## src/hw/rtl/gqk_pkg.sv

```systemverilog
// Shared types and constants for the goal queue with kill by identifier.
// Used by gqk_cell, gqk_ctrl and goal_queue_with_kill_by_id; depends on nothing.
package gqk_pkg;

    localparam int DEPTH_DEF = 16;
    localparam int FUNC_W    = 3;
    localparam int TYPE_W    = 4;
    localparam int ID_W      = 16;
    localparam int WORD_W    = 64;

    // Command codes carried on the func field.
    typedef enum logic [FUNC_W-1:0] {
        FN_PUSH    = 3'd0,
        FN_ADVANCE = 3'd1,
        FN_KILL    = 3'd2,
        FN_CLEAR   = 3'd3,
        FN_MARK    = 3'd4,
        FN_PAUSE   = 3'd5,
        FN_RESUME  = 3'd6,
        FN_PEEK    = 3'd7
    } func_t;

    // Operation broadcast to every cell of the chain.
    typedef enum logic [2:0] {
        CELL_HOLD,
        CELL_PUSH,
        CELL_SHIFT,
        CELL_SET_REACHED,
        CELL_SET_PAUSED,
        CELL_CLR_PAUSED
    } cell_op_t;

    typedef enum logic [1:0] {
        ST_IDLE,
        ST_KILL,
        ST_REPORT
    } state_t;

    typedef struct packed {
        logic [TYPE_W-1:0] goal_type;
        logic [ID_W-1:0]   goal_id;
        logic [WORD_W-1:0] word_a;
        logic [WORD_W-1:0] word_b;
        logic [WORD_W-1:0] word_c;
        logic              reached;
        logic              paused;
    } entry_t;

endpackage

```

## src/hw/rtl/gqk_cell.sv

```systemverilog
// One slot of the goal chain: holds an entry and loads from its right neighbor on a shift.
// Depends on gqk_pkg.
module gqk_cell #(
    parameter int INDEX = 0,
    parameter int IDX_W = 4
) (
    input  logic                   clk,
    input  gqk_pkg::cell_op_t      op,
    input  logic [IDX_W-1:0]       pos,
    input  gqk_pkg::entry_t        push_entry,
    input  gqk_pkg::entry_t        next_entry,
    input  logic [gqk_pkg::ID_W-1:0] kill_id,
    output gqk_pkg::entry_t        entry,
    output logic                   match
);
    import gqk_pkg::*;

    entry_t entry_reg;
    entry_t entry_next;
    logic   hit;
    logic   at_or_after;

    assign hit         = (pos == IDX_W'(INDEX));
    assign at_or_after = (IDX_W'(INDEX) >= pos);

    always_comb
    begin
        entry_next = entry_reg;
        unique case (op)
            CELL_HOLD:
            begin
            end
            CELL_PUSH:
            begin
                if (hit)
                begin
                    entry_next = push_entry;
                end
            end
            CELL_SHIFT:
            begin
                // Every cell from the removed slot onward takes its neighbor's entry.
                if (at_or_after)
                begin
                    entry_next = next_entry;
                end
            end
            CELL_SET_REACHED:
            begin
                if (hit)
                begin
                    entry_next.reached = 1'b1;
                end
            end
            CELL_SET_PAUSED:
            begin
                if (hit)
                begin
                    entry_next.paused = 1'b1;
                end
            end
            CELL_CLR_PAUSED:
            begin
                if (hit)
                begin
                    entry_next.paused = 1'b0;
                end
            end
            default:
            begin
            end
        endcase
    end

    always_ff @(posedge clk)
    begin
        entry_reg <= entry_next;
    end

    assign entry = entry_reg;
    assign match = (entry_reg.goal_id == kill_id);

endmodule

```

## config.mk

```make
export PLATFORM = sky130hd
export DESIGN_NAME = gqk_cell
export DESIGN_NICKNAME = d
export VERILOG_FILES = /design/src/hw/rtl/gqk_pkg.sv /design/src/hw/rtl/gqk_cell.sv
export SDC_FILE = /design/constraint.sdc
export NUM_CORES = 1
export LEC_CHECK = 0
export ABC_AREA = 1
export ABC_CLOCK_PERIOD_IN_PS = 16860
export BUFFER_PORTS_ARGS = -buffer_cell sky130_fd_sc_hd__buf_2
export CORE_AREA = 5 5 255 257
export CTS_CLUSTER_SIZE = 20
export DETAILED_ROUTE_END_ITERATION = 6
export DIE_AREA = 0 0 260 262
export GPL_TIMING_DRIVEN = 0
export PLACE_DENSITY = 0.39
export RECOVER_POWER = 50
export SLEW_MARGIN = 15
export SYNTH_ARGS = -nofsm -noshare
export SYNTH_HDL_FRONTEND = slang
export SYNTH_SLANG_ARGS = --single-unit
```

## constraint.sdc

```tcl
create_clock -name clk -period 16.86 [get_ports clk]
set_input_delay 3.372 -clock clk [delete_from_list [all_inputs] [get_ports clk]]
set_output_delay 3.372 -clock clk [all_outputs]
set_load 0.05 [all_outputs]
```

==> flow_summary.yaml <==
place:
  gp_congestion: 0.863
  port_buffers: 666
  hpwl_microns: 36000
  dp_cells: 2491
timing:
  period_share: 0.453
  setup_viol: 0
  rsz0062_at_grt: "no"
  fin_crit_ps: 7640
  finalHoldViolations: 0
  relSlewSlack: 0.0993
  slew_violations: 0
  fmax_ghz: 0.131
  fin_tns_setup_ps: 0
  tightest_slew_ps: 1350
synthesis:
  synth-edff-count: 214
  synth-seq-cells: 214
  synth_top_area_share: 0.678
  synth_top_area_cell: "edfxtp_1"
  synth_cell_types: 19
  netlist_area_sq_um: 9480
  synthTopCellsByArea: "edfxtp_1 68%, nand2_1 26%, buf_6 1.4%"
  synth_common_cells: "663 x nand2_1, 214 x edfxtp_1, 22 x buf_2"
  ys_seq_area_frac: 0.678
  ys_warn_count: 0
  ys.flop_type: "edfxtp_1"
  yosysMostFrequentCell: "nand2_1"
  synth_cells: 967
  synthArstFlopShare: 0
  syn_avg_cell_area_sq_um: 9.80
  synth_nets: 1419
worst_setup_path:
  path_delay_family: "buffers and inverters"
  crit_cells: 7
  cp-start-kind: "primary input"
  cp_max_fo: 1
  worstSetupEndpoint: "match"
  worstPathCellList: "buf_2 -> xnor2_1 -> nand2_1 -> nor2_1 -> nand2_1 -> nor2_1 -> buf_2"
  worstPathRequired_ps: 13490
  crit_arrival_ps: 4270
  crit_path_start: "kill_id[10]"
  critPathKind: "in2out"
  cpPeakStageDelay_ps: 270
  worstSetupEndpointType: "output port"
  slowest_stage: "buf_2"
  crit_buf_inv: 2
detailed_routing:
  detail-route-antenna-nets: 0
  drc: 0
  dr.pass1.iters: 5
  wl_microns: 43900
  num_vias: 9095
  drtIter0Drc: 486
  viasPerCell: 3.58
  wl_per_cell_microns: 17.3
worst_hold_path:
  min_path_type: "in2reg"
global_route:
  grt_overflow: 0
  grt_max_degree: 25
  grt_pass1_vias: 9310
  grt_antenna_before_repair: 2
  grt_use_total: 0.116
  grt_pass1_wl_microns: 59600
cts:
  cts_buffers: 27
  clk_pin_slew_worst_paths_ps: 60
  post_cts_buffers: 0
  ctsLongestPathBuffers: 3
  post_cts_resized: 0
  root_buffer: "clkbuf_16"
  h-tree-depth: 1
  cts_num_sinks: 214
  cts_tree: "yes"
  hold_buffers: 0
die:
  die-area_sq_um: 68100
  core_sq_um: 62500
  die_h_microns: 262
  ios: 667
  placementRows: 92
  die_x_microns: 260
  initial_core_util: 0.152
cells_and_area:
  num-nets-final: 2126
  synthToLayoutAreaGrowth_pct: 55.0
  drive_above_1_share: 0.388
  largest_register_ff_count: 214
  fin_cells: 2541
flow_run:
  drv_cap: 0
outcome:
  status: "finished, final reports clean"
power:
  power_density_nw_per_um2: 86.7
  ir_drop_mv: 0.0622
  p_leak_nw: 6.88
cells by family (layout without fill, tap and decap cells):
| group | count (synthesis) | in the layout | synth area share |
|---|---|---|---|
| XOR/XNOR | 11 | 11 | 0.0102 |
| flip-flops | 214 | 214 | 0.678 |
| buffers and inverters | 61 | 788 | 0.0391 |
| other | 0 | 1 | 0 |
| AND/OR/NAND/NOR | 674 | 674 | 0.268 |
| AO/OA/AOI/OAI | 7 | 7 | 0.00436 |
power breakdown:
part	total (mW)	switching (mW)	internal, mW
logic	0.151	0.0891	0.0621
clock network	0.524	0.233	0.291
registers	0.598	0.00184	0.597
total	1.27	0.324	0.950
per-layer routing:
layer,routed length [microns],vias up,track usage
met5,8,-,0
met4,1260,2,0.0385
met3,3670,63,0.0287
met2,22100,415,0.208
met1,16800,4099,0.137
li1,-,4516,-
through the flow:
stage	setup slack, ps	power, mW	instance area [sq um]	utilization	hold WS, ps
6_report	9220	1.27	14700	0.235	3080
5_1_grt	9110	1.34	14700	0.235	3050
4_1_cts	9200	1.31	15000	0.239	3020
3_5_place_dp	9200	0.766	14200	0.227	3640
3_3_place_gp	-4080	0.768	13900	0.222	3640
2_1_floorplan	2130	0.683	9480	-	3550
worst min-delay path by stage:
stage	slack (ps)	depth (start not counted)	end	from
2_1_floorplan	3550	2	entry[100]$_DFFE_PP_	next_entry[100]
3_3_place_gp	3640	3	entry[187]$_DFFE_PP_	next_entry[187]
3_5_place_dp	3640	3	entry[187]$_DFFE_PP_	next_entry[187]
4_1_cts	3020	3	entry[7]$_DFFE_PP_	next_entry[7]
5_1_grt	3050	3	entry[7]$_DFFE_PP_	next_entry[7]
6_report	3080	3	entry[7]$_DFFE_PP_	next_entry[7]
final cells by class:
| type | count | area, sq um |
|---|---|---|
| Multi-Input combinational cell | 692 | 2670 |
| Clock buffer | 34 | 702 |
| Timing Repair Buffer | 678 | 3510 |
| Fill cell | 6953 | 47800 |
| Inverter | 15 | 57.6 |
| Sequential cell | 214 | 6430 |
| Clock inverter | 15 | 66.3 |
| Antenna cell | 1 | 2.50 |
| Buffer | 46 | 193 |
| Tap cell | 846 | 1060 |
cell usage in the layout, fill, tap and decap left out:
| cell | Yosys | layout |
|---|---|---|
| inv_1 | 13 | 14 |
| buf_12 | 0 | 1 |
| o21ai_0 | 2 | 2 |
| diode_2 | 0 | 1 |
| buf_16 | 0 | 8 |
| o22ai_1 | 1 | 1 |
| nand3_1 | 2 | 2 |
| a211oi_1 | 1 | 1 |
| clkinvlp_2 | 0 | 1 |
| nand2_1 | 663 | 664 |
| clkinv_1 | 0 | 10 |
| inv_6 | 0 | 1 |
| clkbuf_16 | 0 | 27 |
| nor2_1 | 7 | 8 |
| o211ai_1 | 1 | 1 |
| buf_2 | 22 | 614 |
| clkbuf_1 | 6 | 107 |
| edfxtp_1 | 214 | 214 |
| buf_8 | 0 | 1 |
| clkinv_2 | 1 | 4 |
| a21oi_1 | 2 | 2 |
| xnor2_1 | 11 | 11 |
tightest hold or removal path: cells and delay by family:
kind | cells | cell delay (ps)
buffers and inverters | 1 | 80
AND/OR/NAND/NOR | 2 | 80
Note: power is estimated with default switching activity, not from simulation.
