--- config.mk ---
export PLATFORM = sky130hd
export DESIGN_NAME = gqk_ctrl
export DESIGN_NICKNAME = d
export VERILOG_FILES = /design/src/hw/rtl/gqk_pkg.sv /design/src/hw/rtl/gqk_ctrl.sv
export SDC_FILE = /design/constraint.sdc
export NUM_CORES = 1
export LEC_CHECK = 0
export BUFFER_PORTS_ARGS = -buffer_cell sky130_fd_sc_hd__buf_2
export CORE_AREA = 2 2 193 195
export CTS_BUF_LIST = sky130_fd_sc_hd__clkbuf_2
export DETAILED_ROUTE_END_ITERATION = 10
export DIE_AREA = 0 0 195 197
export HOLD_SLACK_MARGIN = 0.1
export PLACE_DENSITY_LB_ADDON = 0.15
export SETUP_SLACK_MARGIN = 0.15
export SLEW_MARGIN = 15
export SYNTH_ARGS = -nofsm -noshare
export SYNTH_HDL_FRONTEND = slang
export SYNTH_SLANG_ARGS = --single-unit
--- constraint.sdc ---
create_clock -name clk -period 13.8 [get_ports clk]
set_input_delay 0.69 -clock clk [delete_from_list [all_inputs] [get_ports clk]]
set_output_delay 0.69 -clock clk [all_outputs]
set_load 0.05 [all_outputs]
--- src/hw/rtl/gqk_pkg.sv ---
// Shared types and constants for the goal queue with kill by identifier.
// Used by gqk_cell, gqk_ctrl and goal_queue_with_kill_by_id; depends on nothing.
package gqk_pkg;

    localparam int DEPTH_DEF = 16;
    localparam int FUNC_W    = 3;
    localparam int TYPE_W    = 4;
    localparam int ID_W      = 16;
    localparam int WORD_W    = 64;

    // Command codes carried on the func field.
    typedef enum logic [FUNC_W-1:0] {
        FN_PUSH    = 3'd0,
        FN_ADVANCE = 3'd1,
        FN_KILL    = 3'd2,
        FN_CLEAR   = 3'd3,
        FN_MARK    = 3'd4,
        FN_PAUSE   = 3'd5,
        FN_RESUME  = 3'd6,
        FN_PEEK    = 3'd7
    } func_t;

    // Operation broadcast to every cell of the chain.
    typedef enum logic [2:0] {
        CELL_HOLD,
        CELL_PUSH,
        CELL_SHIFT,
        CELL_SET_REACHED,
        CELL_SET_PAUSED,
        CELL_CLR_PAUSED
    } cell_op_t;

    typedef enum logic [1:0] {
        ST_IDLE,
        ST_KILL,
        ST_REPORT
    } state_t;

    typedef struct packed {
        logic [TYPE_W-1:0] goal_type;
        logic [ID_W-1:0]   goal_id;
        logic [WORD_W-1:0] word_a;
        logic [WORD_W-1:0] word_b;
        logic [WORD_W-1:0] word_c;
        logic              reached;
        logic              paused;
    } entry_t;

endpackage

--- src/hw/rtl/gqk_ctrl.sv ---
// Command sequencer: occupancy count, kill scan pointer, cell operations and result register.
// Depends on gqk_pkg.
module gqk_ctrl #(
    parameter int DEPTH = gqk_pkg::DEPTH_DEF,
    parameter int IDX_W = 4,
    parameter int CNT_W = 5
) (
    input  logic                       clk,
    input  logic                       rst_n,
    input  logic                       in_valid,
    output logic                       in_stall,
    input  logic [gqk_pkg::FUNC_W-1:0] func,
    input  logic [gqk_pkg::ID_W-1:0]   goal_id,
    input  gqk_pkg::entry_t            head_entry,
    input  logic [DEPTH-1:0]           match_vec,
    output gqk_pkg::cell_op_t          cell_op,
    output logic [IDX_W-1:0]           cell_pos,
    output logic [gqk_pkg::ID_W-1:0]   kill_id,
    output logic                       out_valid,
    input  logic                       out_stall,
    output logic                       status,
    output logic                       head_valid,
    output gqk_pkg::entry_t            head_out,
    output logic [CNT_W-1:0]           remaining
);
    import gqk_pkg::*;

    state_t           state_reg, state_next;
    logic [CNT_W-1:0] occ_reg, occ_next;
    logic [CNT_W-1:0] ptr_reg, ptr_next;
    logic [ID_W-1:0]  kill_id_reg, kill_id_next;
    logic             status_reg, status_next;
    logic             out_valid_reg, out_valid_next;
    logic             out_status_reg;
    logic             out_head_valid_reg;
    entry_t           out_head_reg;
    logic [CNT_W-1:0] out_remaining_reg;
    logic             load_out;
    logic             out_free;

    assign out_free = !out_valid_reg || !out_stall;
    assign in_stall = (state_reg != ST_IDLE);

    always_ff @(posedge clk or negedge rst_n)
    begin
        if (!rst_n)
        begin
            state_reg     <= ST_IDLE;
            occ_reg       <= '0;
            ptr_reg       <= '0;
            out_valid_reg <= 1'b0;
        end
        else
        begin
            state_reg     <= state_next;
            occ_reg       <= occ_next;
            ptr_reg       <= ptr_next;
            out_valid_reg <= out_valid_next;
        end
    end

    always_ff @(posedge clk)
    begin
        kill_id_reg <= kill_id_next;
        status_reg  <= status_next;
        if (load_out)
        begin
            out_status_reg     <= status_reg;
            out_head_valid_reg <= (occ_reg != '0);
            out_head_reg       <= (occ_reg != '0) ? head_entry : '0;
            out_remaining_reg  <= occ_reg;
        end
    end

    always_comb
    begin
        state_next   = state_reg;
        occ_next     = occ_reg;
        ptr_next     = ptr_reg;
        kill_id_next = kill_id_reg;
        status_next  = status_reg;
        cell_op      = CELL_HOLD;
        cell_pos     = '0;
        load_out     = 1'b0;

        unique case (state_reg)
            ST_IDLE:
            begin
                if (in_valid)
                begin
                    status_next = 1'b0;
                    state_next  = ST_REPORT;
                    unique case (func)
                        FN_PUSH:
                        begin
                            if (occ_reg == CNT_W'(DEPTH))
                            begin
                                status_next = 1'b1;
                            end
                            else
                            begin
                                cell_op  = CELL_PUSH;
                                cell_pos = occ_reg[IDX_W-1:0];
                                occ_next = occ_reg + CNT_W'(1);
                            end
                        end
                        FN_ADVANCE:
                        begin
                            if (occ_reg != '0)
                            begin
                                cell_op  = CELL_SHIFT;
                                occ_next = occ_reg - CNT_W'(1);
                            end
                        end
                        FN_KILL:
                        begin
                            kill_id_next = goal_id;
                            ptr_next     = '0;
                            state_next   = ST_KILL;
                        end
                        FN_CLEAR:
                        begin
                            occ_next = '0;
                        end
                        FN_MARK:
                        begin
                            if (occ_reg != '0)
                            begin
                                cell_op = CELL_SET_REACHED;
                            end
                        end
                        FN_PAUSE:
                        begin
                            if (occ_reg != '0)
                            begin
                                cell_op = CELL_SET_PAUSED;
                            end
                        end
                        FN_RESUME:
                        begin
                            if (occ_reg != '0)
                            begin
                                cell_op = CELL_CLR_PAUSED;
                            end
                        end
                        FN_PEEK:
                        begin
                        end
                        default:
                        begin
                        end
                    endcase
                end
            end
            ST_KILL:
            begin
                // The pointer stays put after a removal, since the next entry moves into it.
                if (ptr_reg < occ_reg)
                begin
                    if (match_vec[ptr_reg[IDX_W-1:0]])
                    begin
                        cell_op  = CELL_SHIFT;
                        cell_pos = ptr_reg[IDX_W-1:0];
                        occ_next = occ_reg - CNT_W'(1);
                    end
                    else
                    begin
                        ptr_next = ptr_reg + CNT_W'(1);
                    end
                end
                else
                begin
                    state_next = ST_REPORT;
                end
            end
            ST_REPORT:
            begin
                if (out_free)
                begin
                    load_out   = 1'b1;
                    state_next = ST_IDLE;
                end
            end
            default:
            begin
                state_next = ST_IDLE;
            end
        endcase

        if (load_out)
        begin
            out_valid_next = 1'b1;
        end
        else if (!out_stall)
        begin
            out_valid_next = 1'b0;
        end
        else
        begin
            out_valid_next = out_valid_reg;
        end
    end

    assign kill_id    = kill_id_reg;
    assign out_valid  = out_valid_reg;
    assign status     = out_status_reg;
    assign head_valid = out_head_valid_reg;
    assign head_out   = out_head_reg;
    assign remaining  = out_remaining_reg;

endmodule

==> PnR_summary.wiki <==
{| class="wikitable"
! Metric !! Value
|-
| Kind of end point of the critical path || primary output
|-
| Post-CTS clock slew at the launch and capture registers of the worst setup and hold paths || 0.09 ns
|-
| Number of synthesized register bits || 251
|-
| Power per standard cell area || 208 nW/µm²
|-
| Number of cells upsized or downsized after cts || 0
|-
| Final routed wirelength across all metal layers || 32,700 µm
|-
| Slowest stage cell on the critical path || nand2_4
|-
| Cell leakage power || approximately 6.8 nW
|-
| Hold Path Origin || func[1]
|-
| Top cell type's share of synthesized area || 72.6%
|-
| Origin of the critical flop-to-flop path || occ_reg[0]
|-
| Worst relative slew slack || a little under a third
|-
| Final count of negative-setup-slack endpoints || 0
|-
| Depth of the worst hold-timing path || 4
|-
| Multi-input gate area || approximately 2200 µm²
|-
| Worst slew pin tran || 1.04 ns
|-
| Data arrival time at the worst-slack endpoint || about 3.5 ns
|-
| Setup TNS Final || 0 ns
|-
| Hold Fails Final Rpt || 0
|-
| # port buffers || 498
|-
| Cell types with the highest counts after synthesis || 238 x edfxtp_1, 216 x and2_1, 28 x clkbuf_1, 19 x nand2_1
|-
| Clock skew after layout || 0.0601 ns
|-
| Critical Path, Cell by Cell || inv_1 > ha_1 > inv_1 > nor3_1 > nand2_4 > a22oi_1 > nor3_1 > buf_2
|-
| Critical path required time || 13.11 ns
|-
| Max Fclk || 237 MHz
|-
| Initial core utilization || 27.1%
|-
| Half-perimeter wire length after placement || between 20,000 and 25,000 µm
|-
| Remaining Overflow, GRT || 0
|-
| Clk sinks || 251
|-
| Buffer depth of the longest clock path || 3
|-
| Die Span X || a little under 200 µm
|-
| All-layer global routing usage || 16.3%
|-
| CTS root buffer || clkbuf_2
|-
| Worst Setup Start Kind || flip-flop
|-
| Vias/cell || ~4.1
|-
| Most common cell in the synthesized netlist || edfxtp_1
|-
| Total number of vias || around 8,000
|-
| Via count of the first global-routing pass || 8,187
|-
| Number of nets in the synthesized netlist || 892
|-
| VDD IR max || between 0.08 and 0.09 mV
|-
| Number of library cell types mapped by synthesis || 46
|-
| Number of nets still failing antenna checks after routing || 0
|-
| Seq. cell area || 7470 µm²
|-
| Nets@finish || 1,677
|-
| Core region area || about 36,000 µm²
|-
| Result of the run || complete, no violations
|-
| Hold WS || around 0.42 ns
|-
| Async SR Flop Fraction || 5.18%
|-
| Proportion of synthesized chip area in sequential cells || 75.9%
|-
| Synth-to-Final Area Change || 61.7%
|-
| Post-synth EDFFs || 238
|-
| Avg Cell Area, Syn || ~16 µm²
|-
| Number of filler cells placed in the layout || about 3,500
|-
| Fin. max-slew vios || 0
|-
| HP Class || in2reg
|-
| RePlAce Congestion || ~0.76
|-
| Die height || 197 µm
|-
| Syn Std Cell Area || 9840 µm²
|-
| Sink of the worst hold path || occ_reg[0]
|-
| Critical path peak fanout || 116
|-
| Endpoint of the worst-slack reg-to-reg timing path || head_out[55]
|-
| Global-route wire length before repair || 47,500 µm
|-
| Unrepaired setup endpoints after global routing || false
|-
| Number of DRC violations after detailed routing || 0
|-
| Crit share post-route || 30.5%
|-
| Initial DRT Pass Iterations || 4
|-
| Post-synth top area cell || edfxtp_1
|-
| Clock insertion delay at the later pin of the skew report || 0.92 ns
|-
| Top Ports || 499
|-
| CTS tree || done
|-
| Top FF cell, synth || edfxtp_1
|-
| Detailed router's first-iteration violation count || 317
|-
| Reg2reg path depth || 7
|-
| Max reg flops || 214
|-
| Critical Path Max Stage Delay || 0.63 ns
|-
| Area enclosed by the die boundary || a little under 40,000 µm²
|-
| Maximum number of pins on one net before global-route repair || ~120
|-
| Number of buffers created by CTS || 72
|-
| Critical path class || reg2out
|-
| Largest cells by area after synthesis || edfxtp_1 73%, and2_1 14%, dfrtp_1 3.3%, clkbuf_1 1.1%, ha_1 0.89%
|-
| Minimum period implied by the final worst setup slack || 4.21 ns
|-
| Average wire length per cell after detail routing || 16.8 µm
|-
| Maximum Capacitance Violations || 0
|-
| Synthesized netlist cell count || roughly 630
|-
| Worst R2R Setup Slack || 10.52 ns
|-
| Number of placement rows || 70
|-
| Number of synthesis warnings || 0
|-
| Fraction of layout instances using a drive strength above 1 || around 43%
|-
| Antenna violations before repair || 6
|-
| Number of H-tree levels || 3
|}
-- stage by stage --
stage	util [%]	cell area [µm²]	total power (W)	worst slack (ns)	cells
floorplan	-	9840	0.00243	1.62	632
global placement	35.5	12900	0.00270	10.52	1574
detailed placement	35.5	12900	0.00271	10.44	1574
CTS	43.9	15900	0.00336	9.36	1938
global route	43.9	15900	0.00347	9.23	1940
finish	43.9	15900	0.00331	9.59	1941
-- report_power, final --
group          total (W)  switching, W  internal, W
Sequential       0.00124     0.0000711      0.00117
Clock           0.000578      0.000326     0.000252
Combinational    0.00149       0.00117     0.000325
-- logic make-up (layout without fill, tap and decap cells) --
kind of cell             after synthesis  after routing  synth area share (%)
multiplexers                           8              8                  1.07
flip-flops                           251            251                  75.9
AO/OA/AOI/OAI                         54             54                  3.83
XOR/XNOR                               1              1                0.0890
buffers and inverters                 42            880                  1.69
AND/OR/NAND/NOR                      269            269                  16.5
other                                  0              3                     0
adder cells (fa/ha/maj)                7              7                 0.890
-- final cells by class --
class                           instances  share of cell area [%]
Multi-Input combinational cell        339                    14.0
Clock buffer                          113                    3.55
Inverter                               12                   0.283
Tap cell                              468                    3.68
Antenna cell                            3                  0.0472
Timing Repair Buffer                  741                    30.8
Clock inverter                         14                   0.699
Sequential cell                       251                    46.9
-- how the worst max path moves through the flow --
stage                    start          end  depth (start not counted)
finish              occ_reg[0]   cell_op[0]                          8
detailed placement  occ_reg[0]   cell_op[0]                          8
CTS                 occ_reg[1]   cell_op[0]                          8
global placement    occ_reg[0]   cell_op[0]                          8
global route        occ_reg[1]   cell_op[0]                          8
floorplan            out_stall  head_out[0]                          1
-- worst max-delay path, delay by kind of cell (launching register included) --
| family | cells | cell delay, ns |
|---|---|---|
| fa+ha+maj | 1 | 0.20 |
| buf+inv | 3 | 0.42 |
| simple gates | 3 | 1.15 |
| flops | 1 | 0.46 |
| compound gates | 1 | 0.40 |
-- per-layer routing --
metal,GRT usage (%),part of all wire [%],vias to the layer above
li1,-,-,3865
met1,18.1,39,3680
met2,28.5,51,344
met3,5.78,7.9,62
met4,6.90,2.2,6
met5,0,0.12,-
-- layout by cell type (no fill, tap or decap), types with 7 or more instances in the layout --
cell type      synthesis  layout
nor2_1                 9       9
buf_2                  1     498
o21ai_0               13      13
and2_1               216     216
ha_1                   7       7
edfxtp_1             238     238
dlygate4sd3_1          0     237
dfrtp_1               13      13
nand2_1               19      18
a21oi_1               10       9
clkbuf_2               0     113
inv_1                 12      12
-- repair_timing --
action                    CTS  global route
setup buffers               0             0
hold endpoints to repair  246             0
hold buffers              237             0
Note: power is estimated with default switching activity, not from simulation.
